File: src/hw/rtl/psgpc_pkg.sv
package psgpc_pkg;

  localparam int QDEPTH = 25;
  localparam int NUM_REGS = 14;

  localparam logic [3:0] REG_FREQ_C_HI = 4'd5;
  localparam logic [3:0] REG_NOISE = 4'd6;
  localparam logic [3:0] REG_MIXER = 4'd7;
  localparam logic [3:0] REG_VOL_A = 4'd8;
  localparam logic [3:0] REG_VOL_C = 4'd10;
  localparam logic [3:0] REG_PER_LO = 4'd11;
  localparam logic [3:0] REG_PER_HI = 4'd12;
  localparam logic [3:0] REG_SHAPE = 4'd13;

  localparam logic [16:0] TONE_SCALE = 17'd68719;
  localparam logic [12:0] FREQ_MAX = 13'd2048;
  localparam logic [15:0] FREQ_BASE = 16'h8800;
  localparam logic [15:0] NOISE_BASE = 16'h8000;
  localparam logic [7:0] ENV_INC = 8'h0F;
  localparam logic [7:0] ENV_ONESHOT = 8'h10;

  localparam logic [3:0] TGT_CTL2 = 4'd4;
  localparam logic [3:0] TGT_WAVE0 = 4'd6;
  localparam logic [3:0] TGT_NLEVEL = 4'd10;
  localparam logic [3:0] TGT_NFREQ = 4'd11;

  typedef enum logic [3:0] {
    S_IDLE, S_CHECK, S_SYNC, S_DIV, S_APPLY, S_EVAL, S_EMIT,
    S_WRITE, S_TONE_MUL, S_TONE_SET, S_NOISE_SET, S_DRAIN
  } state_t;

  typedef enum logic [2:0] {
    RK_IGNORE, RK_TONE, RK_NOISE, RK_MIXER, RK_VOL, RK_PERIOD, RK_SHAPE
  } kind_t;

  typedef enum logic [3:0] {
    EM_LEVEL, EM_FREQ, EM_CTL_OFF, EM_WAVE0, EM_WAVE1, EM_WAVE2, EM_WAVE3,
    EM_CTL_ON, EM_NEW_FREQ
  } emit_t;

  typedef struct packed {
    logic       accept;
    logic       div_start;
    logic       apply_sync;
    logic       wr_reg;
    logic       tone_mul;
    logic       eval;
    logic       emit;
    emit_t      code;
    logic [1:0] lane;
    logic       drain;
  } cmd_t;

  typedef struct packed {
    logic       is_sync;
    logic       ignore;
    logic       sync_need;
    logic       div_done;
    kind_t      kind;
    logic [1:0] tone_lane;
    logic       eval_hit;
    logic       lvl2_zero;
    logic       drain_end;
  } sts_t;

  function automatic logic [7:0] shape_lookup(input logic [3:0] s);
    logic [7:0] r;
    case (s)
      4'd0, 4'd1, 4'd2, 4'd3, 4'd9: r = 8'h10;
      4'd4, 4'd5, 4'd6, 4'd7, 4'd15: r = 8'h1F;
      4'd8: r = 8'h40;
      4'd10: r = 8'h00;
      4'd11: r = 8'h30;
      4'd12: r = 8'h4F;
      4'd13: r = 8'h3F;
      default: r = 8'h0F;
    endcase
    return r;
  endfunction

  function automatic logic [7:0] noise_lookup(input logic [4:0] n);
    logic [7:0] r;
    case (n)
      5'd0: r = 8'h01;
      5'd1: r = 8'h11;
      5'd2: r = 8'h21;
      5'd3: r = 8'h13;
      5'd4: r = 8'h31;
      5'd5: r = 8'h15;
      5'd6: r = 8'h23;
      5'd7: r = 8'h17;
      5'd8: r = 8'h41;
      5'd9, 5'd10: r = 8'h25;
      5'd11, 5'd12: r = 8'h33;
      5'd13, 5'd14: r = 8'h27;
      5'd15, 5'd16: r = 8'h51;
      5'd17, 5'd18, 5'd19, 5'd20, 5'd21: r = 8'h35;
      5'd22, 5'd23, 5'd24: r = 8'h43;
      5'd25, 5'd26, 5'd27, 5'd28: r = 8'h37;
      default: r = 8'h61;
    endcase
    return r;
  endfunction

endpackage

File: src/hw/rtl/psgpc_div.sv
module psgpc_div (
  input  logic        clk,
  input  logic        rst,
  input  logic        start,
  input  logic [31:0] dividend,
  input  logic [23:0] divisor,
  output logic        done,
  output logic [31:0] quotient,
  output logic [23:0] remainder
);

  logic [5:0]  cnt;
  logic [24:0] trial;

  // Restoring division, one quotient bit per cycle.
  assign trial = {remainder, quotient[31]};
  assign done = (cnt == 6'd0);

  always_ff @(posedge clk) begin
    if (rst) begin
      cnt <= 6'd0;
    end else if (start) begin
      cnt <= 6'd32;
    end else if (!done) begin
      cnt <= cnt - 6'd1;
    end
  end

  always_ff @(posedge clk) begin
    if (start) begin
      quotient <= dividend;
      remainder <= 24'd0;
    end else if (!done) begin
      if (trial >= {1'b0, divisor}) begin
        remainder <= 24'(trial - {1'b0, divisor});
        quotient <= {quotient[30:0], 1'b1};
      end else begin
        remainder <= trial[23:0];
        quotient <= {quotient[30:0], 1'b0};
      end
    end
  end

endmodule

File: src/hw/rtl/psgpc_dp.sv
module psgpc_dp (
  input  logic               clk,
  input  logic               rst,
  input  psgpc_pkg::cmd_t    cmd,
  output psgpc_pkg::sts_t    sts,
  input  logic               operation,
  input  logic [3:0]         reg_index,
  input  logic [7:0]         reg_value,
  input  logic [31:0]        now,
  input  logic               cfg_we,
  input  logic [3:0]         cfg_data,
  output logic               strobe,
  output logic [3:0]         target,
  output logic [31:0]        data,
  output logic               last
);

  logic [7:0]  regs [psgpc_pkg::NUM_REGS];
  logic        op_r;
  logic [3:0]  idx_r;
  logic [7:0]  val_r;
  logic [31:0] now_r;
  logic [3:0]  clock_multiple;

  logic [7:0]  env_mode;
  logic [3:0]  env_cnt;
  logic        env_stop;
  logic [3:0]  env_level;
  logic [31:0] last_clock;
  logic [23:0] env_period;
  logic [15:0] cfreq [4];
  logic [3:0]  chlev [4];
  logic        wave_bank;
  logic [5:0]  mask;

  logic [3:0]  qt [psgpc_pkg::QDEPTH];
  logic [31:0] qd [psgpc_pkg::QDEPTH];
  logic [4:0]  qcnt;
  logic [4:0]  rd;
  logic [28:0] prod;

  logic [31:0] elapsed;
  logic        div_done;
  logic [31:0] quo;
  logic [23:0] rem;

  logic [7:0]  cur;
  psgpc_pkg::kind_t kind;
  logic [3:0]  cv [3];
  logic [3:0]  nmax;
  logic [3:0]  lane_v;
  logic        lane_en;
  logic [7:0]  mix;

  logic        ap_small;
  logic [6:0]  ap_d;
  logic [3:0]  ap_cnt;
  logic [7:0]  ap_mode;
  logic [3:0]  ap_level;

  logic [7:0]  p_lo;
  logic [7:0]  p_hi;
  logic [16:0] p_full;
  logic [3:0]  mult;
  logic [20:0] pm;

  logic [7:0]  f_lo;
  logic [7:0]  f_hi;
  logic [12:0] fs;
  logic [11:0] fc;
  logic [15:0] new_freq;

  logic [3:0]  e_tgt;
  logic [31:0] e_dat;

  psgpc_div u_div (
    .clk       (clk),
    .rst       (rst),
    .start     (cmd.div_start),
    .dividend  (elapsed),
    .divisor   (env_period),
    .done      (div_done),
    .quotient  (quo),
    .remainder (rem)
  );

  assign mix = regs[psgpc_pkg::REG_MIXER];
  assign elapsed = now_r - last_clock;

  always_comb begin
    cur = (idx_r < 4'(psgpc_pkg::NUM_REGS)) ? regs[idx_r] : 8'd0;
    if (idx_r <= psgpc_pkg::REG_FREQ_C_HI) begin
      kind = psgpc_pkg::RK_TONE;
    end else if (idx_r == psgpc_pkg::REG_NOISE) begin
      kind = psgpc_pkg::RK_NOISE;
    end else if (idx_r == psgpc_pkg::REG_MIXER) begin
      kind = psgpc_pkg::RK_MIXER;
    end else if (idx_r <= psgpc_pkg::REG_VOL_C) begin
      kind = psgpc_pkg::RK_VOL;
    end else if (idx_r <= psgpc_pkg::REG_PER_HI) begin
      kind = psgpc_pkg::RK_PERIOD;
    end else if (idx_r == psgpc_pkg::REG_SHAPE) begin
      kind = psgpc_pkg::RK_SHAPE;
    end else begin
      kind = psgpc_pkg::RK_IGNORE;
    end
  end

  // Channel volumes: fixed, or the envelope level when bit 4 is set.
  always_comb begin
    for (int c = 0; c < 3; c++) begin
      cv[c] = regs[8 + c][4] ? env_level : regs[8 + c][3:0];
    end
    nmax = 4'd0;
    for (int c = 0; c < 3; c++) begin
      if (!mix[3 + c] && cv[c] > nmax) begin
        nmax = cv[c];
      end
    end
    case (cmd.lane)
      2'd0: begin
        lane_v = mix[0] ? 4'd0 : cv[0];
        lane_en = mask[0];
      end
      2'd1: begin
        lane_v = mix[1] ? 4'd0 : cv[1];
        lane_en = mask[1];
      end
      2'd2: begin
        lane_v = mix[2] ? 4'd0 : cv[2];
        lane_en = mask[2];
      end
      default: begin
        lane_v = nmax;
        lane_en = |mask[5:3];
      end
    endcase
  end

  // Envelope advance after the division. The low four bits of the counter
  // are the same whether it wraps once or twice; an odd wrap count flips
  // the direction unless mode bit 6 is set (a shape that does not alternate).
  always_comb begin
    ap_small = (quo[31:4] == 28'd0) && (quo[3:0] <= env_cnt);
    ap_d = {3'b000, env_cnt} - {2'b00, quo[4:0]};
    ap_mode = env_mode;
    if (ap_small) begin
      ap_cnt = env_cnt - quo[3:0];
      ap_level = ap_cnt ^ env_mode[3:0];
    end else begin
      ap_cnt = ap_d[3:0];
      if (ap_d[6] && ap_d[4] && !env_mode[6]) begin
        ap_mode = env_mode ^ psgpc_pkg::ENV_INC;
      end
      ap_level = ap_cnt ^ ap_mode[3:0];
    end
  end

  always_comb begin
    p_lo = (idx_r == psgpc_pkg::REG_PER_LO) ? val_r : regs[psgpc_pkg::REG_PER_LO];
    p_hi = (idx_r == psgpc_pkg::REG_PER_HI) ? val_r : regs[psgpc_pkg::REG_PER_HI];
    p_full = ({p_hi, p_lo} == 16'd0) ? 17'h10000 : {1'b0, p_hi, p_lo};
    mult = (clock_multiple == 4'd0) ? 4'd1 : clock_multiple;
    pm = {4'b0000, p_full} * {17'd0, mult};
  end

  always_comb begin
    case (idx_r[2:1])
      2'd0: begin
        f_lo = regs[0];
        f_hi = regs[1];
      end
      2'd1: begin
        f_lo = regs[2];
        f_hi = regs[3];
      end
      default: begin
        f_lo = regs[4];
        f_hi = regs[5];
      end
    endcase
    fs = prod[28:16];
    if (fs == 13'd0) begin
      fc = 12'd1;
    end else if (fs > psgpc_pkg::FREQ_MAX) begin
      fc = psgpc_pkg::FREQ_MAX[11:0];
    end else begin
      fc = fs[11:0];
    end
    if (cmd.lane == 2'd3) begin
      new_freq = psgpc_pkg::NOISE_BASE + {8'd0, psgpc_pkg::noise_lookup(val_r[4:0])};
    end else begin
      new_freq = psgpc_pkg::FREQ_BASE - {4'd0, fc};
    end
  end

  always_comb begin
    e_tgt = (cmd.lane == 2'd3) ? psgpc_pkg::TGT_NLEVEL : {1'b0, cmd.lane, 1'b0};
    e_dat = 32'd0;
    case (cmd.code)
      psgpc_pkg::EM_LEVEL: begin
        if (cmd.lane == 2'd3) begin
          e_dat = {16'd0, chlev[3], 12'h000};
        end else begin
          e_dat = {16'd0, chlev[cmd.lane], 12'h080};
        end
      end
      psgpc_pkg::EM_FREQ, psgpc_pkg::EM_NEW_FREQ: begin
        e_tgt = (cmd.lane == 2'd3) ? psgpc_pkg::TGT_NFREQ : {1'b0, cmd.lane, 1'b1};
        e_dat = {16'd0, (cmd.code == psgpc_pkg::EM_FREQ) ? cfreq[cmd.lane] : new_freq};
      end
      psgpc_pkg::EM_CTL_OFF: begin
        e_tgt = psgpc_pkg::TGT_CTL2;
      end
      psgpc_pkg::EM_WAVE0, psgpc_pkg::EM_WAVE2: begin
        e_tgt = psgpc_pkg::TGT_WAVE0 + ((cmd.code == psgpc_pkg::EM_WAVE2) ? 4'd2 : 4'd0);
        e_dat = {8{chlev[2]}};
      end
      psgpc_pkg::EM_WAVE1, psgpc_pkg::EM_WAVE3: begin
        e_tgt = psgpc_pkg::TGT_WAVE0 + ((cmd.code == psgpc_pkg::EM_WAVE3) ? 4'd3 : 4'd1);
      end
      psgpc_pkg::EM_CTL_ON: begin
        e_tgt = psgpc_pkg::TGT_CTL2;
        e_dat = {24'd0, 1'b1, wave_bank, 6'd0};
      end
      default: begin
        e_tgt = psgpc_pkg::TGT_CTL2;
      end
    endcase
  end

  always_comb begin
    sts.is_sync = op_r;
    sts.ignore = (kind == psgpc_pkg::RK_IGNORE) ||
                 ((cur == val_r) && (idx_r != psgpc_pkg::REG_SHAPE));
    sts.sync_need = !env_stop && (elapsed >= {8'd0, env_period});
    sts.div_done = div_done;
    sts.kind = kind;
    sts.tone_lane = idx_r[2:1];
    sts.eval_hit = lane_en && (chlev[cmd.lane] != lane_v);
    sts.lvl2_zero = (chlev[2] == 4'd0);
    sts.drain_end = ({1'b0, rd} + 6'd1 >= {1'b0, qcnt});
  end

  always_ff @(posedge clk) begin
    if (rst) begin
      for (int i = 0; i < psgpc_pkg::NUM_REGS; i++) begin
        regs[i] <= (i == int'(psgpc_pkg::REG_MIXER)) ? 8'h3F : 8'h00;
      end
      clock_multiple <= 4'd2;
      env_mode <= psgpc_pkg::ENV_ONESHOT;
      env_cnt <= 4'd15;
      env_stop <= 1'b0;
      env_level <= 4'd15;
      last_clock <= 32'd0;
      env_period <= 24'd2097152;
      for (int i = 0; i < 4; i++) begin
        cfreq[i] <= 16'd0;
        chlev[i] <= 4'd0;
      end
      wave_bank <= 1'b0;
      mask <= 6'd0;
      qcnt <= 5'd0;
      rd <= 5'd0;
      strobe <= 1'b0;
    end else begin
      strobe <= cmd.drain && (rd < qcnt);
      if (cfg_we) begin
        clock_multiple <= cfg_data;
      end
      if (cmd.accept) begin
        qcnt <= 5'd0;
        rd <= 5'd0;
      end
      if (cmd.apply_sync) begin
        last_clock <= now_r - {8'd0, rem};
        mask <= 6'h3F;
        if (!ap_small && env_mode[4]) begin
          env_stop <= 1'b1;
          env_level <= env_mode[5] ? 4'd15 : 4'd0;
        end else begin
          env_cnt <= ap_cnt;
          env_mode <= ap_mode;
          env_level <= ap_level;
        end
      end
      if (cmd.wr_reg) begin
        regs[idx_r] <= val_r;
        case (kind)
          psgpc_pkg::RK_MIXER: mask <= 6'((cur ^ val_r) & 8'h3F);
          psgpc_pkg::RK_VOL: begin
            case (idx_r)
              psgpc_pkg::REG_VOL_A: mask <= 6'h09;
              psgpc_pkg::REG_VOL_C: mask <= 6'h24;
              default: mask <= 6'h12;
            endcase
          end
          psgpc_pkg::RK_PERIOD: env_period <= {pm[19:0], 4'd0};
          psgpc_pkg::RK_SHAPE: begin
            env_mode <= psgpc_pkg::shape_lookup(val_r[3:0]);
            env_cnt <= 4'd15;
            env_stop <= 1'b0;
            env_level <= 4'(~psgpc_pkg::shape_lookup(val_r[3:0]));
            last_clock <= now_r;
            mask <= 6'h3F;
          end
          default: ;
        endcase
      end
      if (cmd.eval && sts.eval_hit) begin
        chlev[cmd.lane] <= lane_v;
        if (cmd.lane == 2'd2) begin
          wave_bank <= (lane_v == 4'd0) ? 1'b0 : ~wave_bank;
        end
      end
      if (cmd.emit) begin
        if (cmd.code == psgpc_pkg::EM_NEW_FREQ) begin
          cfreq[cmd.lane] <= new_freq;
        end
        if (qcnt < 5'(psgpc_pkg::QDEPTH)) begin
          qcnt <= qcnt + 5'd1;
        end
      end
      if (cmd.drain && rd < qcnt) begin
        rd <= rd + 5'd1;
      end
    end
  end

  always_ff @(posedge clk) begin
    if (cmd.accept) begin
      op_r <= operation;
      idx_r <= reg_index;
      val_r <= reg_value;
      now_r <= now;
    end
    if (cmd.tone_mul) begin
      prod <= {17'd0, f_hi[3:0], f_lo} * {12'd0, psgpc_pkg::TONE_SCALE};
    end
    if (cmd.emit && qcnt < 5'(psgpc_pkg::QDEPTH)) begin
      qt[qcnt] <= e_tgt;
      qd[qcnt] <= e_dat;
    end
    if (cmd.drain && rd < qcnt) begin
      target <= qt[rd];
      data <= qd[rd];
      last <= (rd + 5'd1 == qcnt);
    end
  end

endmodule

File: src/hw/rtl/psgpc_ctrl.sv
module psgpc_ctrl (
  input  logic            clk,
  input  logic            rst,
  input  logic            start,
  output logic            busy,
  output psgpc_pkg::cmd_t cmd,
  input  psgpc_pkg::sts_t sts
);

  psgpc_pkg::state_t state, state_next;
  logic [1:0] lane, lane_next;
  logic [2:0] step, step_next;
  logic       pend, pend_next;
  logic       emit_end;

  assign busy = (state != psgpc_pkg::S_IDLE);

  always_ff @(posedge clk) begin
    if (rst) begin
      state <= psgpc_pkg::S_IDLE;
      lane <= 2'd0;
      step <= 3'd0;
      pend <= 1'b0;
    end else begin
      state <= state_next;
      lane <= lane_next;
      step <= step_next;
      pend <= pend_next;
    end
  end

  always_comb begin
    state_next = state;
    lane_next = lane;
    step_next = step;
    pend_next = pend;
    cmd = '0;
    cmd.lane = lane;
    cmd.code = psgpc_pkg::EM_LEVEL;
    emit_end = 1'b0;

    unique case (state)
      psgpc_pkg::S_IDLE: begin
        if (start) begin
          cmd.accept = 1'b1;
          state_next = psgpc_pkg::S_CHECK;
        end
      end
      psgpc_pkg::S_CHECK: begin
        if (sts.is_sync) begin
          pend_next = 1'b0;
          state_next = psgpc_pkg::S_SYNC;
        end else if (sts.ignore) begin
          state_next = psgpc_pkg::S_DRAIN;
        end else begin
          pend_next = 1'b1;
          state_next = psgpc_pkg::S_SYNC;
        end
      end
      psgpc_pkg::S_SYNC: begin
        if (sts.sync_need) begin
          cmd.div_start = 1'b1;
          state_next = psgpc_pkg::S_DIV;
        end else begin
          state_next = pend ? psgpc_pkg::S_WRITE : psgpc_pkg::S_DRAIN;
        end
      end
      psgpc_pkg::S_DIV: begin
        if (sts.div_done) begin
          state_next = psgpc_pkg::S_APPLY;
        end
      end
      psgpc_pkg::S_APPLY: begin
        cmd.apply_sync = 1'b1;
        lane_next = 2'd0;
        state_next = psgpc_pkg::S_EVAL;
      end
      psgpc_pkg::S_EVAL: begin
        cmd.eval = 1'b1;
        if (sts.eval_hit) begin
          step_next = 3'd0;
          state_next = psgpc_pkg::S_EMIT;
        end else if (lane == 2'd3) begin
          state_next = pend ? psgpc_pkg::S_WRITE : psgpc_pkg::S_DRAIN;
        end else begin
          lane_next = lane + 2'd1;
        end
      end
      psgpc_pkg::S_EMIT: begin
        cmd.emit = 1'b1;
        if (lane != 2'd2) begin
          cmd.code = (step == 3'd0) ? psgpc_pkg::EM_LEVEL : psgpc_pkg::EM_FREQ;
          emit_end = (step == 3'd1);
        end else if (sts.lvl2_zero) begin
          cmd.code = psgpc_pkg::EM_CTL_OFF;
          emit_end = 1'b1;
        end else begin
          case (step)
            3'd0: cmd.code = psgpc_pkg::EM_WAVE0;
            3'd1: cmd.code = psgpc_pkg::EM_WAVE1;
            3'd2: cmd.code = psgpc_pkg::EM_WAVE2;
            3'd3: cmd.code = psgpc_pkg::EM_WAVE3;
            3'd4: cmd.code = psgpc_pkg::EM_CTL_ON;
            default: cmd.code = psgpc_pkg::EM_FREQ;
          endcase
          emit_end = (step == 3'd5);
        end
        if (!emit_end) begin
          step_next = step + 3'd1;
        end else if (lane == 2'd3) begin
          state_next = pend ? psgpc_pkg::S_WRITE : psgpc_pkg::S_DRAIN;
        end else begin
          lane_next = lane + 2'd1;
          state_next = psgpc_pkg::S_EVAL;
        end
      end
      psgpc_pkg::S_WRITE: begin
        cmd.wr_reg = 1'b1;
        pend_next = 1'b0;
        lane_next = 2'd0;
        case (sts.kind)
          psgpc_pkg::RK_TONE: state_next = psgpc_pkg::S_TONE_MUL;
          psgpc_pkg::RK_NOISE: state_next = psgpc_pkg::S_NOISE_SET;
          psgpc_pkg::RK_MIXER, psgpc_pkg::RK_VOL, psgpc_pkg::RK_SHAPE:
            state_next = psgpc_pkg::S_EVAL;
          default: state_next = psgpc_pkg::S_DRAIN;
        endcase
      end
      psgpc_pkg::S_TONE_MUL: begin
        cmd.tone_mul = 1'b1;
        state_next = psgpc_pkg::S_TONE_SET;
      end
      psgpc_pkg::S_TONE_SET: begin
        cmd.emit = 1'b1;
        cmd.code = psgpc_pkg::EM_NEW_FREQ;
        cmd.lane = sts.tone_lane;
        state_next = psgpc_pkg::S_DRAIN;
      end
      psgpc_pkg::S_NOISE_SET: begin
        cmd.emit = 1'b1;
        cmd.code = psgpc_pkg::EM_NEW_FREQ;
        cmd.lane = 2'd3;
        state_next = psgpc_pkg::S_DRAIN;
      end
      psgpc_pkg::S_DRAIN: begin
        cmd.drain = 1'b1;
        if (sts.drain_end) begin
          state_next = psgpc_pkg::S_IDLE;
        end
      end
      default: state_next = psgpc_pkg::S_IDLE;
    endcase
  end

endmodule

File: src/hw/rtl/psg_to_pulse_channel_translator.sv
// Channel   Direction  Signals                                   Handshake
// command   in         operation, reg_index, reg_value, now      start, busy
// result    out        target, data, last                        strobe
// config    in         cfg_data (clock_multiple)                 cfg_valid, cfg_ready
//
// An item that is dropped goes straight to draining. Otherwise the envelope
// advances first when it must (through the divider), then channels are
// evaluated and words queued for them, then the words go out on the result port.
// The worst case, a shape write that advances the envelope, queues 24 words.
// Reset is synchronous and needs no clearing pass.
// Results are strobed one per cycle once the item's words are queued; the receiver
// cannot stall them. Configuration is always ready.
module psg_to_pulse_channel_translator (
  input  logic        clk,
  input  logic        rst,
  input  logic        start,
  output logic        busy,
  input  logic        operation,
  input  logic [3:0]  reg_index,
  input  logic [7:0]  reg_value,
  input  logic [31:0] now,
  output logic        strobe,
  output logic [3:0]  target,
  output logic [31:0] data,
  output logic        last,
  input  logic        cfg_valid,
  output logic        cfg_ready,
  input  logic [3:0]  cfg_data
);

  psgpc_pkg::cmd_t cmd;
  psgpc_pkg::sts_t sts;

  assign cfg_ready = 1'b1;

  psgpc_ctrl u_ctrl (
    .clk   (clk),
    .rst   (rst),
    .start (start),
    .busy  (busy),
    .cmd   (cmd),
    .sts   (sts)
  );

  psgpc_dp u_dp (
    .clk       (clk),
    .rst       (rst),
    .cmd       (cmd),
    .sts       (sts),
    .operation (operation),
    .reg_index (reg_index),
    .reg_value (reg_value),
    .now       (now),
    .cfg_we    (cfg_valid & cfg_ready),
    .cfg_data  (cfg_data),
    .strobe    (strobe),
    .target    (target),
    .data      (data),
    .last      (last)
  );

endmodule
File: config.mk
export PLATFORM = sky130hd
export DESIGN_NAME = psg_to_pulse_channel_translator
export DESIGN_NICKNAME = d
export VERILOG_FILES = /design/src/hw/rtl/psgpc_pkg.sv /design/src/hw/rtl/psgpc_div.sv /design/src/hw/rtl/psgpc_dp.sv /design/src/hw/rtl/psgpc_ctrl.sv /design/src/hw/rtl/psg_to_pulse_channel_translator.sv
export SDC_FILE = /design/constraint.sdc
export NUM_CORES = 2
export LEC_CHECK = 0
export ABC_AREA = 1
export ABC_CLOCK_PERIOD_IN_PS = 17950
export BUFFER_PORTS_ARGS = -buffer_cell sky130_fd_sc_hd__buf_2
export CAP_MARGIN = 25
export CORE_MARGIN = 5
export CORE_UTILIZATION = 33
export DETAILED_ROUTE_END_ITERATION = 10
export SLEW_MARGIN = 25
export SYNTH_ARGS = -nofsm -noshare
export SYNTH_HDL_FRONTEND = slang
export SYNTH_SLANG_ARGS = --single-unit
export TNS_END_PERCENT = 1
File: constraint.sdc
create_clock -name clk -period 17.95 [get_ports clk]
set_clock_uncertainty 0.15 [all_clocks]
set_input_delay 3.59 -clock clk [delete_from_list [all_inputs] [get_ports clk]]
set_output_delay 3.59 -clock clk [all_outputs]
set_load 0.1 [all_outputs]
# Yosys cells after proc, flatten, opt, wreduce, memory -nomap -nowiden
# Memory sizes are Yosys's and may differ from the RTL's. A register that Yosys moved wholly into a read port is not among the register bits.
# Cells that the tools add are included.
# word_totals
regBits,238
ram_bits,1092
romBits,384
in_bits,53
output_inout_bits,40
word_cells,330
mem_count,8
# memory_table
memory,depth,word_bits,rd,rd_ports_with_merged_regs,write_ports,line_no,source
u_dp.qd,25,32,1,1,1,psgpc_dp.sv:37,logic [31:0] qd [psgpc_pkg::QDEPTH];
(name not given),32,5,1,1,0,psgpc_pkg.sv:83,case (n)
(name not given),16,7,1,1,0,psgpc_pkg.sv:68,case (s)
(name not given),16,7,1,1,0,psgpc_pkg.sv:68,
u_dp.regs,14,8,13,1,14,psgpc_dp.sv:18,logic [7:0] regs [psgpc_pkg::NUM_REGS];
u_dp.qt,25,4,1,1,1,psgpc_dp.sv:36,logic [3:0] qt [psgpc_pkg::QDEPTH];
+2 memories,--,--,--,--,--,--,
# op_classes
n_addsub,15
n_mul,2
magnitude_cmp,14
eq_ne,56
muxes,148
bitwise_logic,6
reduce_logical,55
# op_table
cell,count
two-way mux 4 bit,45
two-way mux 32 bit,5
case mux 32 bit (4 select lines),1
two-way mux 8 bit,11
two-way mux 16 bit,4
case mux 4 bit (11 select lines),1
== test 4 x 3 -> 1 bit (second input constant),10
== test 4 bit (second input constant),10
two-way mux 1 bit,38
greater-or-equal comparator 32 x 24 -> 1 bit,1
subtractor 32 x 24 -> 32 bit,1
subtractor 32 bit,1
two-way mux 5 bit,6
multiplier 12 x 17 -> 29 bit (second input constant),1
logical NOT 28 bit,1
greater-or-equal comparator 25 x 24 -> 1 bit,1
two-way mux 12 bit,2
two-way mux 24 bit,1
two-way mux 3 bit,8
two-way mux 6 bit,4
case mux 4 bit (3 select lines),2
subtractor 24 bit,1
logical NOT 4 bit,5
multiplier 17 x 4 -> 20 bit,1
72 further kinds,135

# Longest topological paths before layout
# An unclocked memory read counts as a cell.
# logic_depth
depth_word,20
depth_mapped,33

# By module
# Synthesis repeated with hierarchy kept, for this count alone.
# unflattened
hier_cells,5985
hier_area_um2,56877.0
# modules_own_cells
mod,instances,cells_each,area_each_um2,seq_area_each_um2
psgpc_dp,1,5046,50917.6,28817.6
psgpc_div,1,753,4865.9,1561.5
psgpc_ctrl,1,184,1082.3,200.2
psg_to_pulse_channel_translator,1,2,11.3,0.0

# Worst setup path after synthesis
# No wires, ideal clock.
# synth_path
path_kind,register -> register
startpoint,reg u_dp.idx_r[2]
endpoint,"reg u_dp.prod[24], data pin"
setup_time_ns,0.259
arrival_ns,5.596
required_time_ns,17.541
slack_ns,11.945
stages_incl_launch_ff,24
n_path_buf,1
period_less_slack_ns,6.005
path_cell_list,edfxtp_1 buf_2 nor2_1 inv_1 o221ai_1 inv_1 fa_1 inv_1 fa_1 fa_1 inv_1 fa_1 inv_1 fa_1 ha_1 a21o_1 a31oi_1 o21ai_0 a21o_1 nand3_1 nand2_1 nand4_1 nand2_1 xor2_1
# synth_between
elab_chain_len,3
word_cells_on_any_way,5
classes_between,mul (1); eq/ne (1); mux (2); reduce/logical (1)
# synth_lines
element,line_no,source
start: declaration,psgpc_dp.sv:20,logic [3:0] idx_r;
start signal: assignment,psgpc_dp.sv:333,idx_r <= reg_index;
== test 2 x 1 -> 1 bit / logical NOT 2 bit (equally long branches),psgpc_dp.sv:168,case (idx_r[2:1])
case mux 8 bit (2 select lines) / case mux 4 bit (2 select lines) (equally long branches),psgpc_dp.sv:168,
multiplier 12 x 17 -> 29 bit (*),psgpc_dp.sv:338,"prod <= {17'd0, f_hi[3:0], f_lo} * {12'd0, psgpc_pkg::TONE_SCALE};"
end signal: assignment,psgpc_dp.sv:338,
end: declaration,psgpc_dp.sv:40,logic [28:0] prod;
# Mark *: on every way between the ends. The rest lies on a longest branch, timed or not.
# A chain may end at the register's enable or synchronous reset.

# Worst setup path after layout
# layout_path
startpoint,reg u_dp.idx_r[2]
endpoint,"reg u_dp.prod[23], data pin"
# Same word-level chain as after synthesis.

==> out/qor.yml <==
power_and_ir_drop:
  power.leakage_nw: 23.76
  p_switching_mw: 4.084
  pwr_density_cell_nw_per_um2: 160.6
  power.switching_fraction: 0.4089
  power_mw: 9.988
  combinationalPowerShare: 0.462
  ir_drop_v: 0.0003134
  power_frac_clock: 0.228
  pwr-share-seq: 0.311
  internal_power_mw: 5.904
global_route:
  use_met2: 0.2801
  busiest_layer: "met2"
  grtUsageTotal: 0.1728
  grt_pass1_vias: 40015
  grt_pass1_wl_um: 239000
  use_met1: 0.2408
  grt_max_degree: 88
  grt_overflow: 0
  antenna_found_initial: 4
  use_met3: 0.02521
detailed_routing:
  wl_per_cell_um: 19.47
  via_count: 41826
  drtPass1Iterations: 6
  drt_iter0_markers: 3978
  ant_nets: 0
  drc: 0
  wl_um: 156200
  via_per_inst: 5.213
synthesis:
  syn_avg_cell_area_sq_um: 9.726
  synth-edff-count: 923
  synth.cell_area_sq_um: 55430
  yosys.area_share.simple: 0.1476
  synthAdderAreaFrac: 0.08754
  synth_compound_area_frac: 0.1369
  ys.flop_type: "edfxtp_1"
  ys_seq_area_frac: 0.5517
  synthMuxAreaShare: 0
  yosysTopAreaCell: "edfxtp_1"
  synth_top_family_by_area: "simple AND/OR/NAND/NOR gates"
  synth_top_area_share: 0.5000
  ys_types: 57
  ys_warn_count: 0
  synth.ff_latch_count: 1066
  synth_xor_area_frac: 0.01454
  synth-async-reset-ratio: 0
  syn_inst: 5699
  synthTopCellsByArea: "edfxtp_1 50%, nand2_1 6.4%, ha_1 5.6%"
worst_setup_path:
  worstPathArrival_ns: 7.13
  crit_path_frequent_cell: "fa_1"
  crit_path_start_kind: "flip-flop"
  cp.required_ns: 18.26
  critPathKind: "reg -> reg"
  slowest_delay_ns: 0.76
  slowest_stage: "o221ai_1"
  worst_setup_path_end_kind: "flip-flop"
  crit_chain: "nor2_1, inv_1, o221ai_1, inv_1, fa_1, fa_1, fa_1, inv_1, fa_1, fa_1, ha_1, a21oi_1, o21a_1, o221ai_1, a21oi_1, nor3_1, nor2_1, o21ai_0, xor2_1"
  critPathMaxFanout: 11
layout:
  layout-drive-gt1-share: 0.07268
  antenna_cells: 0
  area_delta_synth_final_pct: 12.20
  num-nets-final: 6117
  post-route-util: 0.3723
sta:
  fin_crit_sh: 0.3801
  setup_viol: 0
  max_freq_mhz: 146.6
  fin_setup_tns_ns: 0
  fin_crit_ns: 6.823
  drv_slew: 0
  maxSlewHeadroom: 0.3069
  hold_viol: 0
  tightestPinTransition_ns: 1.037
  rsz0062_at_grt: "false"
clock_tree:
  cts_root_buf: "clkbuf_16"
  ctsHoldBuffers: 0
  cts_tree: "built"
  htreeDepth: 3
  clk_latency_ns: 0.73
  numCtsBuffers: 108
  cts.clk_slew.worst_paths_ns: 0.07
  post-cts-setup-buffers: 0
  clock_sinks: 1066
  cts.path.max_buffers: 3
  cts.repair.resized: 0
status:
  status: "finished clean"
placement:
  dpl.hpwl_um: 103600
  port_buffers: 91
  place_congestion: 0.9013
floorplan:
  start_util: 0.3318
  io_pins: 93
  die_y_um: 419.8
  die_area_sq_um: 176300
  row_count: 150
  die-width_um: 419.8
  core_sq_um: 167000
run:
  cap_violations: 0
min_path:
  hp-class: "reg -> reg"
-- synthesized netlist by cell type, types with 12 or more instances --
master / instances
nand2_1: 949
edfxtp_1: 923
nor2_1: 703
inv_1: 617
o21ai_0: 575
a21oi_1: 321
ha_1: 247
clkbuf_1: 206
nand3_1: 206
dfxtp_1: 143
o221ai_1: 109
fa_1: 88
o22ai_1: 73
xor2_1: 64
nor3_1: 53
o211ai_1: 52
a31oi_1: 51
nand4_1: 32
xnor2_1: 28
o21a_1: 24
nor4_1: 20
a21o_1: 16
buf_1: 15
buf_2: 15
buf_4: 15
nand3b_1: 12
o21bai_1: 12
o22a_1: 12
-- kinds of logic after synthesis --
family	after synthesis
AND/OR/NAND/NOR	2010
adder cells (fa/ha/maj)	335
other	2
buffers and inverters	886
XOR/XNOR	92
AO/OA/AOI/OAI	1308
flip-flops	1066
-- flip-flops by register name, summed over array words and instances (netlist names), 7 cells and up, named ones only --
name,cells
u_dp.env_period,20
u_dp.env_mode,7
u_dp.u_div.quotient,32
u_dp.regs,128
u_dp.now_r,32
u_dp.data,20
u_dp.qd,500
u_dp.chlev,16
u_dp.last_clock,32
u_dp.cfreq,64
u_dp.prod,13
u_dp.val_r,8
u_dp.qt,100
u_dp.u_div.remainder,24
-- layout make-up --
cell class / instances / area (sq um)
inverters: 633 / 2384
clock buffers: 134 / 2933
multi-input cells: 3754 / 21770
flip-flops and latches: 1066 / 30590
well taps: 2204 / 2758
clock inverters: 67 / 633.1
fillers: 16608 / 104800
repair buffers: 166 / 1122
-- worst max-delay path: cells and delay by family, from the launching register on --
kind	cells	cell delay [ns]
buffers and inverters	3	0.40
AOI/OAI and AO/OA	6	1.62
adders and majority gates	6	2.90
DFF	1	0.53
and+or+nand+nor	3	0.78
xor gates and xnor gates	1	0.16
-- cells in the final DEF (no fill, tap or decap), types with 64 or more instances in the layout --
cell type    n
a21oi_1    321
buf_2       91
buf_4       68
clkbuf_16  110
dfxtp_1    137
edfxtp_1   923
fa_1        88
ha_1       247
inv_1      615
nand2_1    948
nand3_1    206
nor2_1     682
o21ai_0    571
o221ai_1   107
o22ai_1     73
xor2_1      64
-- per-layer routing --
layer  share of wire  up-vias
met5               0        -
met4           0.029        0
met3           0.068      259
met2            0.46     1435
met1            0.44    20306
li1                -    19826
-- per-stage QoR --
stage / hold WS, ns / area [sq um] / instances / worst slack (ns)
after floorplan: 0.2556 / 55450 / 5706 / 11.95
after global placement: 0.2789 / 58420 / 7816 / 11.27
after detailed placement: 0.3100 / 58500 / 7819 / 11.17
after CTS: 0.3182 / 62070 / 8020 / 11.13
after global routing: 0.3431 / 62190 / 8024 / 10.63
final: 0.3171 / 62190 / 8024 / 11.13
-- power groups by stage --
stage / Combinational (mW) / Clock, mW / Sequential, mW
after floorplan: 3.48 / 0 / 3.08
after global placement: 4.52 / 0 / 3.15
after detailed placement: 4.56 / 0 / 3.15
after CTS: 4.61 / 2.31 / 3.10
after global routing: 5.29 / 2.41 / 3.12
final: 4.61 / 2.27 / 3.10
-- worst paths after layout --
check | from | endpoint | slack (ns) | depth (start not counted)
max | u_dp.idx_r[2] | u_dp.prod[23] | 11.13 | 19
min | u_dp.u_div.cnt[0] | u_dp.u_div.cnt[0] | 0.32 | 2
max reg2reg | u_dp.idx_r[2] | u_dp.prod[23] | 11.13 | 19
min reg2reg | u_dp.u_div.cnt[0] | u_dp.u_div.cnt[0] | 0.32 | 2
(Power assumes the default switching activity.)
